[src/hw/rtl/r2fft_pkg.sv]
`timescale 1ns / 1ps
// ----------------------------------------------------------------------------
// r2fft_pkg
// Shared types, constants and a 25-bit saturation function for the radix-2 FFT block.
// ----------------------------------------------------------------------------
package r2fft_pkg;

  localparam int unsigned InW    = 18;
  localparam int unsigned SmpW   = 25;
  localparam int unsigned LgW    = 3;
  localparam logic [LgW-1:0] LgReset = 3'd6;

  localparam logic [0:0] CfgLog2Points = 1'b0;
  localparam logic [0:0] CfgInverse    = 1'b1;

  typedef enum logic [2:0] {
    StIdle,
    StSwap,
    StBfRead,
    StBfCalc,
    StBfWrite,
    StEmitRead,
    StEmitOut
  } state_e;

  typedef struct packed {
    logic swap_step;
    logic bf_read;
    logic bf_calc;
    logic bf_write;
    logic emit_read;
    logic emit_load;
    logic start;
  } cmd_t;

  typedef struct packed {
    logic swap_done;
    logic bf_done;
    logic emit_done;
    logic out_busy;
  } stat_t;

  function automatic logic [SmpW-1:0] sat25(input logic signed [SmpW+2:0] x);
    logic signed [SmpW+2:0] hi;
    logic signed [SmpW+2:0] lo;
    hi = (SmpW+3)'(signed'({1'b0, {(SmpW-1){1'b1}}}));
    lo = -hi - (SmpW+3)'(1);
    if (x > hi) begin
      sat25 = hi[SmpW-1:0];
    end else if (x < lo) begin
      sat25 = lo[SmpW-1:0];
    end else begin
      sat25 = x[SmpW-1:0];
    end
  endfunction

endpackage

[src/hw/rtl/r2fft_ctrl.sv]
`timescale 1ns / 1ps
// ----------------------------------------------------------------------------
// r2fft_ctrl
// Sequencer for reorder, butterfly stages and result emission.
// ----------------------------------------------------------------------------
module r2fft_ctrl (
  input  logic             clk_i,
  input  logic             rst_ni,
  input  logic             go_i,
  input  r2fft_pkg::stat_t stat_i,
  output r2fft_pkg::cmd_t  cmd_o,
  output logic             idle_o
);
  import r2fft_pkg::*;

  state_e state_q, state_d;

  always_ff @(posedge clk_i or negedge rst_ni) begin
    if (!rst_ni) begin
      state_q <= StIdle;
    end else begin
      state_q <= state_d;
    end
  end

  always_comb begin
    state_d = state_q;
    unique case (state_q)
      StIdle:     if (go_i) state_d = StSwap;
      StSwap:     if (stat_i.swap_done) state_d = StBfRead;
      StBfRead:   state_d = StBfCalc;
      StBfCalc:   state_d = StBfWrite;
      StBfWrite:  state_d = stat_i.bf_done ? StEmitRead : StBfRead;
      StEmitRead: if (!stat_i.out_busy) state_d = StEmitOut;
      StEmitOut:  state_d = stat_i.emit_done ? StIdle : StEmitRead;
      default:    state_d = StIdle;
    endcase
  end

  always_comb begin
    cmd_o = '0;
    cmd_o.start = (state_q == StIdle) && go_i;
    unique case (state_q)
      StSwap:     cmd_o.swap_step = 1'b1;
      StBfRead:   cmd_o.bf_read = 1'b1;
      StBfCalc:   cmd_o.bf_calc = 1'b1;
      StBfWrite:  cmd_o.bf_write = 1'b1;
      StEmitRead: cmd_o.emit_read = !stat_i.out_busy;
      StEmitOut:  cmd_o.emit_load = 1'b1;
      default:    cmd_o.start = (state_q == StIdle) && go_i;
    endcase
  end

  assign idle_o = (state_q == StIdle);

  a_emit_ends_idle: assert property (@(posedge clk_i) disable iff (!rst_ni)
    (state_q == StEmitOut && stat_i.emit_done) |=> state_q == StIdle)
    else $error("emit did not return to idle");
  a_go_leaves_idle: assert property (@(posedge clk_i) disable iff (!rst_ni)
    (state_q == StIdle && go_i) |=> state_q == StSwap)
    else $error("start lost");
  a_bf_order: assert property (@(posedge clk_i) disable iff (!rst_ni)
    state_q == StBfRead |=> state_q == StBfCalc)
    else $error("butterfly sequence broken");

endmodule

[config.mk]
export PLATFORM = sky130hd
export DESIGN_NAME = r2fft_ctrl
export DESIGN_NICKNAME = d
export VERILOG_FILES = /design/src/hw/rtl/r2fft_pkg.sv /design/src/hw/rtl/r2fft_ctrl.sv
export SDC_FILE = /design/constraint.sdc
export NUM_CORES = 1
export LEC_CHECK = 0
export BUFFER_PORTS_ARGS = -buffer_cell sky130_fd_sc_hd__buf_2
export CAP_MARGIN = 10
export CORE_AREA = 2 2 39 41
export CTS_CLUSTER_SIZE = 10
export DETAILED_ROUTE_END_ITERATION = 12
export DIE_AREA = 0 0 41 43
export GPL_TIMING_DRIVEN = 0
export HOLD_SLACK_MARGIN = 0.06
export SLEW_MARGIN = 20
export SYNTH_ARGS = -nofsm -noshare
export SYNTH_HDL_FRONTEND = slang
export SYNTH_SLANG_ARGS = --single-unit
[constraint.sdc]
create_clock -name clk_i -period 1.49 [get_ports clk_i]
set_input_delay 0.149 -clock clk_i [delete_from_list [all_inputs] [get_ports clk_i]]
set_output_delay 0.149 -clock clk_i [all_outputs]
set_load 0.01 [all_outputs]
Yosys cells after proc, flatten, opt, wreduce, memory -nomap -nowiden
Cells that the tools add are included.
{"block": "word_totals", "register_bits": 3, "output_inout_bits": 8}
{"block": "op_classes", "eq_ne": 9, "mux": 12, "n_reduce_logical": 4}
{"operator": "$pmux 3 s7", "count": 1}
{"operator": "$mux 3", "count": 5}
{"operator": "$eq 3x3->1 const B", "count": 3}
{"operator": "$eq 3x2->1 const B", "count": 2}
{"operator": "$mux 1", "count": 6}
{"operator": "$ne 2x2->1 const B", "count": 3}
{"operator": "$eq 3x1->1 const B", "count": 1}
{"operator": "$logic_not 3->1", "count": 1}
{"operator": "$reduce_and 3->1", "count": 1}
{"operator": "$logic_and 1x1->1", "count": 1}
{"operator": "$logic_not 1->1", "count": 1}

Depth between registers and ports, before layout
{"block": "depth", "depth_word": 3, "depth_mapped": 4, "ltp_nobuf": 3}

Worst setup path after synthesis
No wires, ideal clock.
{"block": "synth_path", "kind": "reg2out", "start": "register state_q[1]", "end": "output port cmd_o[0] in the netlist's numbering", "arrival_ps": 948, "required_time_ps": 1341, "path_slack_ps": 393, "path_stages_with_launch": 4, "path_cell_list": "dfrtp_1 > buf_6 > nor3_2 > and2_1"}
{"element": "start: declaration", "line_no": "r2fft_ctrl.sv:16", "source": "state_e state_q, state_d;"}
{"element": "start signal: assignment", "line_no": "r2fft_ctrl.sv:20", "source": "state_q <= StIdle;"}
{"element": "start signal: assignment", "line_no": "r2fft_ctrl.sv:22", "source": "state_q <= state_d;"}
{"element": "end: declaration", "line_no": "r2fft_ctrl.sv:11", "source": "output r2fft_pkg::cmd_t cmd_o,"}

==> flow_metrics.tcl <==
set metrics [dict create \
    rows 14 \
    top_regs "state_q: 3 flops" \
    post-route-util_pct 30.20 \
    worstPathMaxFanout 10 \
    clk_pin_slew_ps 40 \
    num_antenna_cells 0 \
    multi_input_area_sq_um 182.7 \
    coreArea_sq_um 1384 \
    crit_required_ps 1340 \
    tritoncts "built" \
    cts_setup_buffers 0 \
    ys_warn_count 0 \
    cp-start-kind "register" \
    area_delta_synth_final_pct 47.14 \
    synthCells 32 \
    hold_start "stat_i[3]" \
    arrival_ps 1190 \
    clockBufferDepth 2 \
    max_clock_freq_mhz 744.5 \
    path_class "register to primary output" \
    die_y_um 43 \
    fillers 163 \
    vias 290 \
    nNetsFinal 59 \
    cts_root_buffer "clkbuf_4" \
    fin_cells 67 \
    period_minus_slack_ps 1343 \
    top_layer "met3" \
    slew_viol_final 0 \
    drt-met1-wl_um 280 \
    crit_path_max_incr_delay_ps 390 \
    peakVddDrop_mv 0.6748 \
    grt_max_degree 11 \
    synth_seq_cells 3 \
    seq_area_sq_um 75.07 \
    fin_setup_tns_ps 0 \
    startpoint "state_q[1]" \
    die_w_um 41 \
    reg2reg_from "state_q[1]" \
    drcViolationCount 0 \
    ant_nets 0 \
    netlist.area_leader.share_pct 26.43 \
    synth.avg_cell_area_sq_um 8.876 \
    crit_path_end_kind "primary output" \
    cts-buffers-inserted 3 \
    yosys.area.top_type "dfrtp_1" \
    gp_congestion 0.7352 \
    finalSetupViolCount 0 \
    layout-drive-gt1-share_pct 47.06 \
    crit_family "flip-flops" \
    slew_headroom_pct 81.67 \
    die_area_sq_um 1763 \
    antenna_found_initial 0 \
    hold_class "input pin to register" \
    finalCritPeriodShare_pct 90.15 \
    synth-seq-area-share_pct 26.43 \
    syn_nets 39 \
    place_inst 62 \
    overflow 0 \
    drt_iter0_drc 5 \
    hold_slack_ps 188.9 \
    clkSinkCount 3 \
    h-tree-depth 1 \
    initial_core_util_pct 20.52 \
    maxCapViolations 0 \
    rsz0062_at_grt "false" \
    grt_pass1_wl_um 993 \
    insertion_delay_ps 230 \
    tightest_slew_ps 274.1 \
    hold_viol 0 \
    largest_reg_flops 3 \
    viasPerCell 4.328 \
    path_cells "buf_6, nand2b_4, nor3b_2, buf_2" \
    post-place-ws_ps 339.3 \
    grt_usage_pct 8.862 \
    dr.pass1.iters 2 \
    layout_setup_ws_ps 146.8 \
    power_density_nw_per_um2 1974 \
    port_buffers 14 \
    status "completed" \
    crit_buf_inv 2 \
    grt_pass1_vias 246 \
    wl_per_cell_um 9.358 \
    pin_count 15 \
    wl_met3_um 30 \
    synth.distinct_cells 19 \
    synth.area.top_cells "dfrtp_1 26%, buf_6 12%, mux2i_1 11%, nor3b_2 8.8%, nor2_1 6.6%" \
    met2WireLength_um 317 \
    leakagePower_nw 0.2101 \
    fin_worst_skew_ps 3.960 \
    synth_area_sq_um 284.0 \
    largest-register "state_q" \
    finalWirelength_um 627 \
    cp_slowest_cell "dfrtp_1" \
]
cells in the mapped netlist (all sizes together):
library cell  n
nor2          5
buf           3
dfrtp         3
mux2i         3
nand2         3
nor3b         3
nor3          2
a21boi        1
a21oi         1
a31oi         1
and2          1
and3b         1
nand2b        1
nand3b        1
o21ai         1
o32ai         1
or2           1
worst register-to-register path, cell delays in order (launching register included):
cell and delay (ps):
dfrtp_1 390, buf_6 150, nand2_1 60, a21boi_1 60
o32ai_1 300
logic make-up after synthesis:
logic type	synth area share, %
compound gates	11.45
simple gates	39.65
flops	26.43
buf+inv	11.89
mux	10.57
final cells by class:
cell class                      count  share of cell area, %
Multi-Input combinational cell     26                  43.71
Sequential cell                     3                  17.96
Clock buffer                        4                  6.287
Tap cell                           16                  4.790
Buffer                              3                  8.084
Timing Repair Buffer               15                  19.16
placed cells by master (no fill, tap or decap), drive strengths merged, types with 2 or more instances in the layout:
master | synthesis | routed
nor3b | 3 | 3
nor3 | 2 | 2
buf | 3 | 17
dfrtp | 3 | 3
mux2i | 3 | 3
nand2 | 3 | 3
clkbuf | 0 | 4
nor2 | 5 | 5
metal layers:
layer  GRT usage, %  vias to the layer above
li1               -                      151
met1          8.766                      132
met2          12.50                        7
met3          6.283                        0
met4          6.000                        0
met5              0                        -
path summary, 6_finish.rpt:
path | end | slack [ps] | depth (start not counted)
min | state_q[1] | 190 | 3
max reg2reg | state_q[0] | 420 | 4
min reg2reg | state_q[2] | 640 | 2
max in group asynchronous | state_q[0] | 1140 | 2
min in group asynchronous | state_q[1] | 240 | 2
max | cmd_o[2] | 150 | 4
what timing repair did:
action | in CTS | in global routing
endpoints found under the hold margin | 3 | 0
endpoints found under the setup margin | 0 | 1
hold buffers | 1 | 0
gates resized for setup | 0 | 1
report_power, final:
group	internal (mW)	total, mW	switching [mW]
combinational	0.261	0.510	0.249
sequential	0.120	0.171	0.0512
clock	0.100	0.144	0.0433
total	0.481	0.825	0.344
stage by stage:
stage,power (mW),instance area (sq um)
after floorplan,0.5278,284.0
after global placement,0.6575,374.1
after detailed placement,0.6611,374.1
after CTS,0.8150,410.4
after global routing,0.9025,417.9
final,0.8248,417.9
No activity file was read; power rests on OpenSTA's default activity.
